**src/ppmfg_pkg.sv**
```systemverilog
// ---------------------------------------------------------------------------
// ppmfg_pkg - shared types and constants of the PPM frame generator
// Command codes, phase codes, channel width limits and reset values of the
// configuration registers.
// ---------------------------------------------------------------------------
package ppmfg_pkg;

  // Request kinds carried in the slave-side tuser
  typedef enum logic [1:0] {
    CMD_TICK   = 2'd0,
    CMD_WRITE  = 2'd1,
    CMD_DISARM = 2'd2,
    CMD_READ   = 2'd3
  } cmd_e;

  // Pulse train phases
  typedef enum logic [1:0] {
    PH_CH_HI = 2'd0,
    PH_CH_LO = 2'd1,
    PH_SY_HI = 2'd2,
    PH_SY_LO = 2'd3
  } phase_e;

  // Configuration register indexes (paddr bit 2)
  localparam logic REG_PULSE = 1'b0;
  localparam logic REG_FRAME = 1'b1;

  localparam int unsigned NUM_CHANNELS_DEF = 8;

  localparam int unsigned WW = 11;  // channel width bits
  localparam int unsigned PW = 10;  // pulse length bits
  localparam int unsigned FW = 16;  // frame length / tick counter bits

  localparam logic [WW-1:0] WIDTH_MIN = 11'd1000;
  localparam logic [WW-1:0] WIDTH_MAX = 11'd2000;

  localparam logic [PW-1:0] PULSE_RST = 10'd300;
  localparam logic [FW-1:0] FRAME_RST = 16'd22500;

endpackage

```
**src/ppm_frame_generator.sv**
```systemverilog
// ---------------------------------------------------------------------------
// ppm_frame_generator - RC PPM pulse train generator
// Each tick request advances the pulse train by one microsecond. Channel
// slots run high for pulse_length ticks and low for the rest of the channel
// width; a sync gap pads the frame out to frame_length.
//
// Usage:
//  - Slave stream: one request per item. tuser holds the command (tick,
//    write channel, disarm all, read channel); tdata holds channel_index and
//    channel_value.
//  - Master stream: one result per request with the line level, a frame
//    start flag and the read-back value.
//  - APB port: pulse_length at 0x0, frame_length at 0x4. Write only while
//    the block is idle.
//  - Throughput: one request per cycle while the result receiver keeps up. The
//    channel widths sit in a small synchronous memory read at acceptance;
//    the phase logic works on the request held in the working stage, and
//    its result is registered in the output register, from which it leaves.
//  - When the receiver stalls, the output register holds and one more
//    request is taken into the working stage before tready drops.
//  - Reset empties the pipeline, sets every channel to 1000 ticks, restarts
//    the frame at slot 0 and loads the register defaults.
// ---------------------------------------------------------------------------
module ppm_frame_generator
  import ppmfg_pkg::*;
#(
  parameter int unsigned NUM_CHANNELS = NUM_CHANNELS_DEF
) (
  input  logic        clk_i,
  input  logic        rst_ni,
  // slave stream
  input  logic        s_axis_tvalid,
  output logic        s_axis_tready,
  input  logic [15:0] s_axis_tdata,   // [3:0] channel_index, [15:4] channel_value
  input  logic [1:0]  s_axis_tuser,   // [1:0] cmd
  // master stream
  output logic        m_axis_tvalid,
  input  logic        m_axis_tready,
  output logic [15:0] m_axis_tdata,   // [0] pin_level, [11:1] read_value, rest zero
  output logic [0:0]  m_axis_tuser,   // [0] frame_start
  // APB configuration
  input  logic        psel,
  input  logic        penable,
  input  logic        pwrite,
  input  logic [2:0]  paddr,
  input  logic [31:0] pwdata,
  output logic [31:0] prdata,
  output logic        pready
);

  localparam int unsigned AW = (NUM_CHANNELS > 1) ? $clog2(NUM_CHANNELS) : 1;
  localparam logic [AW-1:0] LAST = AW'(NUM_CHANNELS - 1);

  typedef struct packed {
    phase_e          phase;
    logic [AW-1:0]   slot;
    logic [FW-1:0]   left;
    logic [FW-1:0]   used;
    logic [WW-1:0]   width;
  } st_t;

  // Slot that follows s in the frame
  function automatic logic [AW-1:0] next_slot(input logic [AW-1:0] s);
    next_slot = (s == LAST) ? '0 : AW'(s + 1'b1);
  endfunction

  // One phase transition; w_new is the width of the slot that would begin
  function automatic st_t next_phase(input st_t s, input logic [PW-1:0] pl,
                                     input logic [FW-1:0] fl,
                                     input logic [WW-1:0] w_new);
    st_t           r;
    logic [FW-1:0] rest;
    logic          begin_slot;
    r          = s;
    rest       = (fl > s.used) ? FW'(fl - s.used) : '0;
    begin_slot = 1'b0;
    unique case (s.phase)
      PH_CH_HI: begin
        r.phase = PH_CH_LO;
        r.left  = (s.width > WW'(pl)) ? FW'(s.width - WW'(pl)) : '0;
      end
      PH_CH_LO: begin
        if (s.slot != LAST) begin
          begin_slot = 1'b1;
        end else if (rest > FW'(pl)) begin
          r.phase = PH_SY_HI;
          r.left  = FW'(pl);
        end else begin
          r.used     = '0;
          begin_slot = 1'b1;
        end
      end
      PH_SY_HI: begin
        r.phase = PH_SY_LO;
        r.left  = rest;
      end
      PH_SY_LO: begin
        r.used     = '0;
        begin_slot = 1'b1;
      end
    endcase
    if (begin_slot) begin
      r.slot  = next_slot(s.slot);
      r.phase = PH_CH_HI;
      r.width = w_new;
      r.left  = FW'(pl);
    end
    return r;
  endfunction

  // ---- configuration registers ----
  logic [PW-1:0] pulse_q;
  logic [FW-1:0] frame_q;
  logic          cfg_wr;

  assign cfg_wr = psel & penable & pwrite;
  assign pready = 1'b1;

  // Write the addressed register
  always_ff @(posedge clk_i or negedge rst_ni) begin
    if (!rst_ni) begin
      pulse_q <= PULSE_RST;
      frame_q <= FRAME_RST;
    end else if (cfg_wr) begin
      if (paddr[2] == REG_PULSE) begin
        pulse_q <= pwdata[PW-1:0];
      end else begin
        frame_q <= pwdata[FW-1:0];
      end
    end
  end

  // Read back the addressed register
  always_comb begin
    prdata = (paddr[2] == REG_FRAME) ? 32'(frame_q) : 32'(pulse_q);
  end

  // ---- input decode ----
  cmd_e          in_cmd;
  logic [3:0]    in_idx;
  logic [11:0]   in_val;
  logic          in_idx_ok;
  logic          in_acc;

  assign in_cmd    = cmd_e'(s_axis_tuser);
  assign in_idx    = s_axis_tdata[3:0];
  assign in_val    = s_axis_tdata[15:4];
  assign in_idx_ok = {1'b0, in_idx} < 5'(NUM_CHANNELS);
  assign in_acc    = s_axis_tvalid & s_axis_tready;

  // ---- channel width memory with per-entry valid bits ----
  logic [WW-1:0]           mem_q [NUM_CHANNELS];
  logic [NUM_CHANNELS-1:0] vld_q;
  logic [AW-1:0]           addr_a;
  logic [AW-1:0]           addr_b;
  logic                    wr_en;

  st_t                     st_q;
  st_t                     st_d;

  // Port A serves reads or the next slot to begin; port B the one after it
  assign addr_a = (in_cmd == CMD_READ) ? in_idx[AW-1:0] : next_slot(st_q.slot);
  assign addr_b = next_slot(next_slot(st_q.slot));
  assign wr_en  = in_acc && (in_cmd == CMD_WRITE) && in_idx_ok &&
                  (in_val >= 12'(WIDTH_MIN)) && (in_val <= 12'(WIDTH_MAX));

  always_ff @(posedge clk_i) begin
    if (wr_en) begin
      mem_q[in_idx[AW-1:0]] <= in_val[WW-1:0];
    end
  end

  // Set on write, clear on disarm
  always_ff @(posedge clk_i or negedge rst_ni) begin
    if (!rst_ni) begin
      vld_q <= '0;
    end else if (in_acc && (in_cmd == CMD_DISARM)) begin
      vld_q <= '0;
    end else if (wr_en) begin
      vld_q[in_idx[AW-1:0]] <= 1'b1;
    end
  end

  // ---- working stage ----
  logic          s1_v_q;
  cmd_e          s1_cmd_q;
  logic          s1_ok_q;
  logic [AW-1:0] s1_slot_q;
  logic [WW-1:0] rd_a_q;
  logic [WW-1:0] rd_b_q;
  logic          vld_a_q;
  logic          vld_b_q;
  logic          s1_adv;
  logic          out_v_q;

  assign s1_adv        = s1_v_q & (~out_v_q | m_axis_tready);
  assign s_axis_tready = ~s1_v_q | s1_adv;

  always_ff @(posedge clk_i or negedge rst_ni) begin
    if (!rst_ni) begin
      s1_v_q <= 1'b0;
    end else if (s_axis_tready) begin
      s1_v_q <= s_axis_tvalid;
    end
  end

  // Capture the request and the registered memory read
  always_ff @(posedge clk_i) begin
    if (in_acc) begin
      s1_cmd_q  <= in_cmd;
      s1_ok_q   <= in_idx_ok;
      s1_slot_q <= st_q.slot;
      rd_a_q    <= mem_q[addr_a];
      rd_b_q    <= mem_q[addr_b];
      vld_a_q   <= vld_q[addr_a];
      vld_b_q   <= vld_q[addr_b];
    end
  end

  // ---- tick processing ----
  logic [WW-1:0] width_a;
  logic [WW-1:0] width_b;
  logic [WW-1:0] w_new;
  st_t           lp1;
  st_t           tk;
  logic          tk_fstart;
  logic          tk_level;
  logic          level_q;
  logic          level_d;
  logic          is_tick;

  assign width_a = vld_a_q ? rd_a_q : WIDTH_MIN;
  assign width_b = vld_b_q ? rd_b_q : WIDTH_MIN;
  // Port B applies if the previous request already began a slot
  assign w_new   = (st_q.slot == s1_slot_q) ? width_a : width_b;
  assign is_tick = (s1_cmd_q == CMD_TICK);

  always_comb begin
    // Skip a zero-length phase
    lp1 = (st_q.left == '0) ? next_phase(st_q, pulse_q, frame_q, w_new) : st_q;

    tk_fstart = (lp1.used == '0);
    tk_level  = (lp1.phase == PH_CH_HI) || (lp1.phase == PH_SY_HI);

    // Spend the tick, then move on if the phase ran out
    tk = lp1;
    if (tk.left != '0) begin
      tk.left = FW'(tk.left - 1'b1);
    end
    if (tk.used != '1) begin
      tk.used = FW'(tk.used + 1'b1);
    end
    if (tk.left == '0) begin
      tk = next_phase(tk, pulse_q, frame_q, w_new);
    end
  end

  always_comb begin
    st_d    = st_q;
    level_d = level_q;
    if (s1_adv && is_tick) begin
      st_d    = tk;
      level_d = tk_level;
    end
  end

  always_ff @(posedge clk_i or negedge rst_ni) begin
    if (!rst_ni) begin
      st_q.phase <= PH_CH_HI;
      st_q.slot  <= '0;
      st_q.left  <= FW'(PULSE_RST);
      st_q.used  <= '0;
      st_q.width <= WIDTH_MIN;
      level_q    <= 1'b0;
    end else begin
      st_q    <= st_d;
      level_q <= level_d;
    end
  end

  // ---- output register ----
  logic          out_pin_q;
  logic          out_fs_q;
  logic [WW-1:0] out_rd_q;

  always_ff @(posedge clk_i or negedge rst_ni) begin
    if (!rst_ni) begin
      out_v_q <= 1'b0;
    end else if (~out_v_q | m_axis_tready) begin
      out_v_q <= s1_v_q;
    end
  end

  always_ff @(posedge clk_i) begin
    if (s1_adv) begin
      out_pin_q <= is_tick ? tk_level : level_q;
      out_fs_q  <= is_tick & tk_fstart;
      out_rd_q  <= ((s1_cmd_q == CMD_READ) && s1_ok_q) ? width_a : '0;
    end
  end

  assign m_axis_tvalid = out_v_q;
  assign m_axis_tdata  = {4'b0, out_rd_q, out_pin_q};
  assign m_axis_tuser  = out_fs_q;

  // ---- assertions ----
  a_slot_range: assert property (@(posedge clk_i) disable iff (!rst_ni)
    st_q.slot <= LAST)
    else $error("slot number beyond last channel");

  a_disarm_clears: assert property (@(posedge clk_i) disable iff (!rst_ni)
    (in_acc && (in_cmd == CMD_DISARM)) |=> (vld_q == '0))
    else $error("disarm left a channel written");

  a_non_tick_hold: assert property (@(posedge clk_i) disable iff (!rst_ni)
    (s1_adv && !is_tick) |=> (st_q == $past(st_q)))
    else $error("non-tick request moved the pulse train");

  a_skip_bound: assert property (@(posedge clk_i) disable iff (!rst_ni)
    (s1_adv && is_tick) |-> (lp1.left != '0))
    else $error("zero-length phases not resolved");

endmodule

```
**config.mk**
```make
export PLATFORM = sky130hd
export DESIGN_NAME = ppm_frame_generator
export DESIGN_NICKNAME = d
export VERILOG_FILES = /design/src/ppmfg_pkg.sv /design/src/ppm_frame_generator.sv
export SDC_FILE = /design/constraint.sdc
export NUM_CORES = 1
export LEC_CHECK = 0
export ABC_AREA = 1
export CELL_PAD_IN_SITES_DETAIL_PLACEMENT = 1
export CELL_PAD_IN_SITES_GLOBAL_PLACEMENT = 1
export CORE_MARGIN = 2
export CORE_UTILIZATION = 28
export DETAILED_ROUTE_END_ITERATION = 16
export DONT_BUFFER_PORTS = 1
export GPL_ROUTABILITY_DRIVEN = 0
export GPL_TIMING_DRIVEN = 1
export HOLD_SLACK_MARGIN = 0.08
export PLACE_DENSITY_LB_ADDON = 0.1
export RECOVER_POWER = 100
export SLEW_MARGIN = 20
export SYNTH_ARGS = -nofsm -noshare
export SYNTH_HDL_FRONTEND = slang
export SYNTH_SLANG_ARGS = --single-unit
```
**constraint.sdc**
```tcl
create_clock -name clk_i -period 11.9 [get_ports clk_i]
set_input_delay 0 -clock clk_i [delete_from_list [all_inputs] [get_ports clk_i]]
set_output_delay 0 -clock clk_i [all_outputs]
set_load 0.1 [all_outputs]
```
==> results of run 1 <==
==> metrics by stage <==
stage               total power [W]  setup slack, ps
finish                      0.00408             1140
global route                0.00439             10.5
floorplan                   0.00257             3430
CTS                         0.00415              903
global placement            0.00314             1020
detailed placement          0.00317              939
==> cell usage in the layout (no fill, tap or decap), types with 28 or more instances in the layout <==
cell type      synthesis  routed
a21oi_1               99      99
clkbuf_16              0      28
dfrtp_1               62      62
dlygate4sd3_1          1      48
edfxtp_1             131     131
ha_1                  77      77
inv_1                295     294
nand2_1              447     448
nand2_2               29      30
nand3_1              113     113
nand4_1               30      30
nor2_1               187     185
o21ai_0              159     161
==> cells by family (layout without fill, tap and decap cells) <==
kind of cell    Yosys count  after routing
simple gates            919            919
xor+xnor                 43             43
compound gates          437            437
mux                       6              6
fa+ha+maj                80             80
buf+inv                 407            442
other cells               2             21
flops                   216            216
==> power groups by stage <==
stage | Combinational [W] | Clock, W | Sequential [W]
floorplan | 0.00158 | 0 | 0.000991
global placement | 0.00209 | 0 | 0.00105
detailed placement | 0.00212 | 0 | 0.00105
CTS | 0.00216 | 0.000958 | 0.00104
global route | 0.00236 | 0.000984 | 0.00105
finish | 0.00211 | 0.000935 | 0.00104
==> state kept, by name (all words and copies together), names as in the netlist, 2 cells and up <==
| name | cells |
|---|---|
| s1_cmd_q | 2 |
| vld_q | 8 |
| frame_q | 16 |
| rd_b_q | 11 |
| mem_q | 88 |
| s1_slot_q | 3 |
| rd_a_q | 11 |
| pulse_q | 10 |
| st_q | 48 |
| out_rd_q | 11 |
==> worst max path at each step <==
stage | cells after the start | end | startpoint | slack [ps]
2_1_floorplan | 80 | st_q[27] | frame_q[0] | 3430
3_3_place_gp | 74 | st_q[10] | frame_q[0] | 1020
3_5_place_dp | 76 | st_q[10] | frame_q[0] | 940
4_1_cts | 76 | st_q[10] | frame_q[0] | 900
5_1_grt | 75 | st_q[42] | frame_q[0] | 10
6_report | 73 | st_q[41] | frame_q[0] | 1140
==> critical path: cells and delay by family, from the launching register on <==
kind,cells,cell delay [ps]
AOI/OAI and AO/OA,10,1460
xor gates and xnor gates,1,140
adders and majority gates,6,1620
buffers and inverters,12,1310
DFF,1,380
and+or+nand+nor,44,5700
==> per-layer routing <==
| metal | routed length, um | global-route usage |
|---|---|---|
| met1 | 27500 | 0.256 |
| met2 | 31900 | 0.383 |
| met3 | 1690 | 0.0226 |
| met4 | 1870 | 0.0585 |
| met5 | 0 | 0 |
==> what timing repair did <==
| action | CTS | global route |
|---|---|---|
| gates resized for setup | 0 | 2 |
| hold endpoints to repair | 334 | 0 |
| endpoints found under the setup margin | 0 | 15 |
| hold buffers | 50 | 0 |
==> final cells by class <==
class,instances,area share
multi-input combinational,1506,0.462
sequential,216,0.332
inverter,318,0.0655
tap,765,0.0521
clock buffer,32,0.0401
timing repair buffer,72,0.0340
clock inverter,20,0.0148
==> Implementation_results.wiki, run 1 <==
{| class="wikitable"
! Metric !! Value
|-
| Number of design rule violations left after detail routing || 0
|-
| Clock root buffer || clkbuf_16
|-
| Share of synthesized cell area in full adder, half adder and majority cells || 0.0628
|-
| Shortest clock period the worst path allows after layout || 10,760 ps
|-
| Routed via count || 14,653
|-
| CTS sink count || 216
|-
| Global routing usage summed across all routing layers || 0.209
|-
| Crit share post-route || 0.905
|-
| Number of global-route vias before repair || 15,339
|-
| Hpwl dp || 46,800 um
|-
| Global-route wire length before repair || 95,100 um
|-
| Max FO, Critical Path || 16
|-
| Final setup violation count || 0
|-
| Worst ir drop on vdd || 118 uV
|-
| Summed area of non-filler cells in the final layout || 18,400 um2
|-
| Failing checks || max-capacitance violations, max-slew violations
|-
| Final Slew Violations || 359
|-
| Worst setup path class || reg -> reg
|-
| EDFF count, synth || 131
|-
| Achievable Freq || 0.0929 GHz
|-
| Hold Violations, Final || 0
|-
| Placeable core region || 57,600 um2
|-
| Worst path most repeated cell || nand2_1
|-
| Mean instance size in the synthesized netlist || 7.72 um2
|-
| Number of nets in the finished design || 2,282
|-
| Total area of multi-input combinational cells || 8480 um2
|-
| Fraction of final layout cells sized beyond drive strength 1 || 0.107
|-
| Fraction of synthesized area in multiplexers || 0.00407
|-
| Setup_tns || 0 ps
|-
| Required @ worst endpoint || 12,360 ps
|-
| Cell depth of the worst flop-to-flop path || 73
|-
| Combinational share of power || 0.517
|-
| Largest family of logic cells by synthesized area || simple AND/OR/NAND/NOR gates
|-
| Hold-critical path endpoint || frame_q[14]
|-
| Synth top area cells || edfxtp_1 (24%), nand2_1 (10%), dfrtp_1 (9.5%)
|-
| Fillers || 6,936
|-
| Number of buffers added on ports || 0
|-
| Initial standard-cell utilization of the core || 0.283
|-
| Die Wd || 245 um
|-
| Slew at the pin closest to its max-slew limit || 3640 ps
|-
| Top post-synthesis cells by count || nand2_1 (447), inv_1 (295), nor2_1 (187), o21ai_0 (159), edfxtp_1 (131)
|-
| Iteration-0 DRC Markers || 733
|-
| Data arrival time at the worst-slack endpoint || 11,230 ps
|-
| DR WL/cell || 21.5 um
|-
| Class of the most critical hold timing path || in -> reg
|-
| Net Switching || 0.00198 W
|-
| Pin count of the biggest net entering global routing || 60
|-
| Hold path startpoint || pwdata[14]
|-
| Post-layout utilization of the core || 0.319
|-
| Clock network fraction of design power || 0.229
|-
| Fraction of synthesized cell area in xor and xnor cells || 0.0231
|-
| R2r setup slk || 1140 ps
|-
| Maximum clock path buffer count || 3
|-
| Crit-path slowest cell || nand2_1
|-
| Most used DFF post-synth || edfxtp_1
|-
| CTS tree || yes
|-
| Postcts setup bufs || 0
|-
| Sequential power share || 0.254
|-
| # placed instances || 2,827
|-
| Worst clock skew on the final layout || 34.9 ps
|-
| Antenna cells || 0
|-
| Sum of routed wire length over all layers || 62,900 um
|-
| Leakage component of the power || 8.24 nW
|-
| Total I/O pin count || 112
|-
| Internal power of the cells || 0.00211 W
|-
| Synthesis-to-layout area growth || 12.6%
|-
| Crit end category || flip-flop
|-
| Final cell count without fillers || 2,929
|-
| Run status || finished with violations
|-
| Reg-to-reg startpoint || frame_q[0]
|-
| Die area || 60,200 um2
|-
| Worst hold-check slack || 124 ps
|-
| Sequential Area || 6090 um2
|-
| Complex-gate fraction of the synthesized area || 0.169
|-
| Share of Yosys cell area claimed by the top area cell type || 0.241
|-
| Mapped Cells || 2,110
|-
| Max transition margin || -1.43
|-
| Number of buffers created by CTS || 28
|-
| Startpoint type of the worst setup path || flip-flop
|-
| Grt ovf || 0
|-
| Cell count of the worst hold path || 2
|-
| Area post-placement || 17,000 um2
|-
| Detailed-routing iteration count for the pre-antenna-repair pass || 5
|-
| Clock slew at reported path FFs || 50 ps
|-
| Number of standard-cell rows in the floorplan || 88
|-
| Initial antenna violation count || 0
|-
| Antenna viol nets, final || 0
|-
| Average via count per standard cell || 5.00
|-
| Cell accounting for the most synthesized area || edfxtp_1
|-
| Number of synthesis warnings || 0
|-
| Synthesized cell area || 16,300 um2
|-
| Fraction of power spent switching nets || 0.484
|-
| RSZ-0062 raised after global routing || false
|-
| Max H-tree Level || 1
|-
| Share of synthesized area occupied by flip-flops and latches || 0.374
|-
| Fraction of the mapped netlist area in simple logic gates || 0.259
|-
| Max-cap violation count || 23
|-
| Later-pin clock latency in the skew report || 600 ps
|-
| Stage delay of the slowest cell on the critical path || 500 ps
|-
| Pwr per Cell Area || 222 nW/um2
|-
| Dominant cell by count in the synthesized netlist || nand2_1
|-
| Number of distinct library cell variants in the gate-level netlist after synthesis || 76
|-
| Post-synth ARST share || 0.394
|-
| RR Endpoint || st_q[41]
|-
| Flops & latches, synth || 216
|-
| Vertical extent of the die || 245 um
|}
Note: power is estimated with default switching activity, not from simulation.
==> run 2: changes to the inputs <==
Settings changed: CORE_UTILIZATION 28 to 50, CTS_BUF_LIST set to sky130_fd_sc_hd__clkbuf_8.
==> Implementation_results.wiki, run 2 (synthesized netlist as in run 1, its figures left out) <==
{| class="wikitable"
! Metric !! Value
|-
| Run status || finished with violations
|-
| Failing checks || max-capacitance violations, max-slew violations
|-
| Achievable Freq || 0.0918 GHz
|-
| Sequential power share || 0.262
|-
| Worst setup slack before clock tree synthesis || 1140 ps
|-
| Later-pin clock latency in the skew report || 650 ps
|-
| Worst clock skew on the final layout || 56.6 ps
|-
| Max FO, Critical Path || 16
|-
| CTS sink count || 216
|-
| Die Wd || 185 um
|-
| Maximum clock path buffer count || 3
|-
| Die area || 34,100 um2
|-
| Final setup violation count || 0
|-
| Shortest clock period the worst path allows after layout || 10,890 ps
|-
| DR WL/cell || 22.5 um
|-
| Grt ovf || 0
|-
| Number of global-route vias before repair || 16,458
|-
| Number of design rule violations left after detail routing || 0
|-
| Worst Setup Slack, final || 1010 ps
|-
| Fraction of final layout cells sized beyond drive strength 1 || 0.104
|-
| Stage delay of the slowest cell on the critical path || 380 ps
|-
| Fraction of power spent switching nets || 0.499
|-
| Slew at the pin closest to its max-slew limit || 4070 ps
|-
| Net Switching || 0.00197 W
|-
| Largest register FFs || 88
|-
| Clock root buffer || clkbuf_8
|-
| Summed area of non-filler cells in the final layout || 17,900 um2
|-
| Max-cap violation count || 14
|-
| Initial antenna violation count || 0
|-
| Max transition margin || -1.71
|-
| Number of buffers added on ports || 0
|-
| Placeable core region || 32,300 um2
|-
| Iteration-0 DRC Markers || 936
|-
| Synthesis-to-layout area growth || 10.1%
|-
| RSZ-0062 raised after global routing || false
|-
| Clock network fraction of design power || 0.205
|-
| Total I/O pin count || 112
|-
| Crit-path slowest cell || dfrtp_1
|-
| Worst setup path class || reg -> reg
|-
| Postcts setup bufs || 0
|-
| Internal power of the cells || 0.00198 W
|-
| Detailed-routing iteration count for the pre-antenna-repair pass || 5
|-
| Average via count per standard cell || 5.87
|-
| Area post-placement || 16,600 um2
|-
| Max H-tree Level || 2
|-
| Crit share post-route || 0.915
|-
| CP delay by family, top || simple AND/OR/NAND/NOR gates
|-
| Worst path most repeated cell || nand2_1
|-
| Antenna viol nets, final || 0
|-
| Leakage component of the power || 8.29 nW
|-
| Post-layout utilization of the core || 0.556
|-
| Hpwl dp || 40,900 um
|-
| Initial standard-cell utilization of the core || 0.505
|-
| Class of the most critical hold timing path || in -> reg
|-
| Fillers || 4,019
|-
| Top library cells by usage in the layout, fill and taps aside || nand2_1 (448), inv_1 (310), nor2_1 (185)
|-
| Number of nets in the finished design || 2,309
|-
| Startpoint type of the worst setup path || flip-flop
|-
| Required @ worst endpoint || 12,380 ps
|-
| CTS tree || yes
|-
| Pin count of the biggest net entering global routing || 63
|-
| Hold Violations, Final || 0
|-
| Leading cell type in the layout, fill and taps excluded || nand2_1
|-
| Clock slew at reported path FFs || 60 ps
|-
| Global-route wire length before repair || 91,100 um
|-
| Number of buffers created by CTS || 41
|-
| Worst ir drop on vdd || 130 uV
|-
| Setup_tns || 0 ps
|-
| Sum of routed wire length over all layers || 59,500 um
|-
| Number of standard-cell rows in the floorplan || 66
|-
| Routed via count || 15,525
|-
| Crit end category || flip-flop
|-
| Final Slew Violations || 171
|-
| Global routing usage summed across all routing layers || 0.353
|-
| Pwr per Cell Area || 221 nW/um2
|-
| Vertical extent of the die || 185 um
|-
| Number of buffer and inverter stages on the critical path || 14
|-
| Data arrival time at the worst-slack endpoint || 11,370 ps
|-
| Combinational share of power || 0.533
|-
| Antenna cells || 0
|}
==> run 2: final cells by class <==
class | instances | area [um2] | share of cell area
Clock buffer | 43 | 592 | 0.0330
Timing Repair Buffer | 85 | 743 | 0.0414
Sequential cell | 216 | 6090 | 0.339
Clock inverter | 32 | 278 | 0.0155
Inverter | 318 | 1210 | 0.0672
Tap cell | 442 | 553 | 0.0308
Multi-Input combinational cell | 1507 | 8480 | 0.473
==> run 2: path summary, 6_finish.rpt <==
kind | from | to | slack [ps] | depth (start not counted)
worst min register to register | st_q[3] | st_q[3] | 490 | 2
min in group asynchronous | rst_ni | frame_q[10] | 1780 | 3
max in group asynchronous | rst_ni | pulse_q[9] | 6060 | 4
worst max register to register | frame_q[0] | st_q[36] | 1010 | 76
worst max-delay path | frame_q[0] | st_q[36] | 1010 | 76
worst min-delay path | pwdata[2] | pulse_q[2] | 120 | 3
==> run 2: repair_timing <==
action | 4_1_cts | 5_1_grt
hold buffers | 65 | 0
endpoints found under the hold margin | 307 | 0
gates resized for setup | 0 | 4
setup endpoints to repair | 0 | 11
==> run 2: power by group through the flow <==
| stage | Sequential [W] | Combinational, W | Clock, W |
|---|---|---|---|
| 2_1_floorplan | 0.000991 | 0.00158 | 0 |
| 3_3_place_gp | 0.00104 | 0.00196 | 0 |
| 3_5_place_dp | 0.00104 | 0.00202 | 0 |
| 4_1_cts | 0.00103 | 0.00207 | 0.000811 |
| 5_1_grt | 0.00104 | 0.00233 | 0.000850 |
| 6_report | 0.00104 | 0.00211 | 0.000812 |
==> run 2: tightest hold or removal path, delay by kind of cell <==
kind            cells  cell delay (ps)
buf+inv             2              630
compound gates      1               90
==> run 2: per-stage QoR <==
step	power, W	cells	hold slack (ps)
global placement	0.00300	2502	-294
global route	0.00422	2643	168
floorplan	0.00257	2129	-296
detailed placement	0.00307	2502	-294
finish	0.00396	2643	124
CTS	0.00392	2642	83.5
==> run 2: metal layers <==
layer,vias to the layer above,part of all wire,global-route usage,wire length [um]
li1,7168,-,-,-
met1,7590,0.38,0.389,22700
met2,553,0.50,0.634,29600
met3,214,0.057,0.0611,3410
met4,0,0.063,0.213,3770
met5,-,0,0,0
==> run 3: changes to the inputs <==
Settings changed: GPL_TIMING_DRIVEN 1 to 0.
==> Implementation_results.wiki, run 3 (synthesized netlist as in run 1, its figures left out) <==
{| class="wikitable"
! Metric !! Value
|-
| Initial antenna violation count || 1
|-
| Initial standard-cell utilization of the core || 0.505
|-
| Shortest clock period the worst path allows after layout || 10,770 ps
|-
| Worst setup path class || reg -> reg
|-
| Die Wd || 185 um
|-
| CP delay by family, top || simple AND/OR/NAND/NOR gates
|-
| Number of design rule violations left after detail routing || 0
|-
| R2r setup slk || 1130 ps
|-
| Crit share post-route || 0.905
|-
| Number of standard-cell rows in the floorplan || 66
|-
| Vertical extent of the die || 185 um
|-
| Post-layout utilization of the core || 0.561
|-
| Global routing usage summed across all routing layers || 0.369
|-
| Class of the most critical hold timing path || in -> reg
|-
| Final cell count without fillers || 2,693
|-
| Data arrival time at the worst-slack endpoint || 11,210 ps
|-
| Pin count of the biggest net entering global routing || 63
|-
| Synthesis-to-layout area growth || 11.1%
|-
| Slew at the pin closest to its max-slew limit || 4050 ps
|-
| Max transition margin || -1.70
|-
| Detailed-routing iteration count for the pre-antenna-repair pass || 5
|-
| Worst clock skew on the final layout || 53.0 ps
|-
| DR WL/cell || 23.0 um
|-
| Maximum clock path buffer count || 3
|-
| Run status || finished with violations
|-
| Clock slew at reported path FFs || 70 ps
|-
| Iteration-0 DRC Markers || 1,127
|-
| Clock root buffer || clkbuf_8
|-
| Total I/O pin count || 112
|-
| # placed instances || 2,573
|-
| Required @ worst endpoint || 12,340 ps
|-
| Placeable core region || 32,300 um2
|-
| CTS sink count || 216
|-
| Fillers || 4,079
|-
| Achievable Freq || 0.0929 GHz
|-
| Grt ovf || 0
|-
| Pwr per Cell Area || 215 nW/um2
|-
| Stage delay of the slowest cell on the critical path || 440 ps
|-
| Crit end category || flip-flop
|-
| Routed via count || 15,910
|-
| Worst hold-check slack || 104 ps
|-
| Die area || 34,100 um2
|-
| Antenna viol nets, final || 0
|-
| Number of buffers added on ports || 0
|-
| Largest register FFs || 88
|-
| CTS tree || yes
|-
| Number of nets in the finished design || 2,361
|-
| Later-pin clock latency in the skew report || 630 ps
|-
| Max-cap violation count || 14
|-
| Max FO, Critical Path || 10
|-
| Crit-path slowest cell || a22oi_2
|-
| Leakage component of the power || 8.38 nW
|-
| Number of buffer and inverter stages on the critical path || 15
|-
| Hold Violations, Final || 0
|-
| Final Slew Violations || 111
|-
| Failing checks || max-capacitance violations, max-slew violations
|-
| Number of buffers created by CTS || 39
|-
| Startpoint type of the worst setup path || flip-flop
|-
| Average via count per standard cell || 5.91
|-
| Sum of routed wire length over all layers || 62,000 um
|-
| RSZ-0062 raised after global routing || false
|-
| Setup_tns || 0 ps
|-
| Final setup violation count || 0
|-
| Global-route wire length before repair || 94,400 um
|-
| Leading cell type in the layout, fill and taps excluded || nand2_1
|-
| Hpwl dp || 45,800 um
|-
| Worst ir drop on vdd || 110 uV
|-
| Max H-tree Level || 2
|-
| Top library cells by usage in the layout, fill and taps aside || nand2_1 (449), inv_1 (306), nor2_1 (186)
|-
| Fraction of final layout cells sized beyond drive strength 1 || 0.118
|-
| Number of global-route vias before repair || 16,738
|}
## run 3: area by class of cell
type | count | area, um2 | share of cell area
multi-input cells | 1506 | 8500 | 0.469
flip-flops and latches | 216 | 6090 | 0.336
inverters | 318 | 1200 | 0.0665
clock buffers | 42 | 578 | 0.0319
well taps | 442 | 553 | 0.0305
plain buffers | 89 | 551 | 0.0304
repair buffers | 51 | 478 | 0.0264
clock inverters | 28 | 161 | 0.00891
diodes | 1 | 2.50 | 0.000138
## run 3: final timing paths
| path | from | end | depth (start not counted) |
|---|---|---|---|
| worst max-delay path | frame_q[0] | st_q[17] | 73 |
| worst min-delay path | pwdata[11] | frame_q[11] | 2 |
| worst max register to register | frame_q[0] | st_q[17] | 73 |
| worst min register to register | st_q[3] | st_q[3] | 2 |
| max in group asynchronous | rst_ni | vld_q[5] | 3 |
| min in group asynchronous | rst_ni | frame_q[5] | 2 |
## run 3: where the power goes
| group | switching [W] | internal (W) | leakage (nW) |
|---|---|---|---|
| Clock | 0.000346 | 0.000350 | 0.415 |
| Combinational | 0.00149 | 0.000684 | 5.76 |
| Sequential | 0.000129 | 0.000891 | 2.20 |
## run 3: through the flow
step	total power, W	area, um2	setup slack, ps
finish	0.00389	18100	1130
detailed placement	0.00314	17100	1190
global placement	0.00305	16900	1630
floorplan	0.00257	16400	3430
global route	0.00416	18100	22.7
CTS	0.00387	18300	1070
## run 3: repair_timing
item,CTS,global route
hold buffers,46,0
hold endpoints to repair,301,0
buffers inserted,0,3
endpoints found under the setup margin,0,45
gates resized for setup,0,4
## run 3: layer usage
| layer | GRT usage | vias to the layer above | share of wire |
|---|---|---|---|
| li1 | - | 7270 | - |
| met1 | 0.408 | 7707 | 0.38 |
| met2 | 0.660 | 677 | 0.50 |
| met3 | 0.0664 | 256 | 0.066 |
| met4 | 0.218 | 0 | 0.062 |
| met5 | 0 | - | 0 |
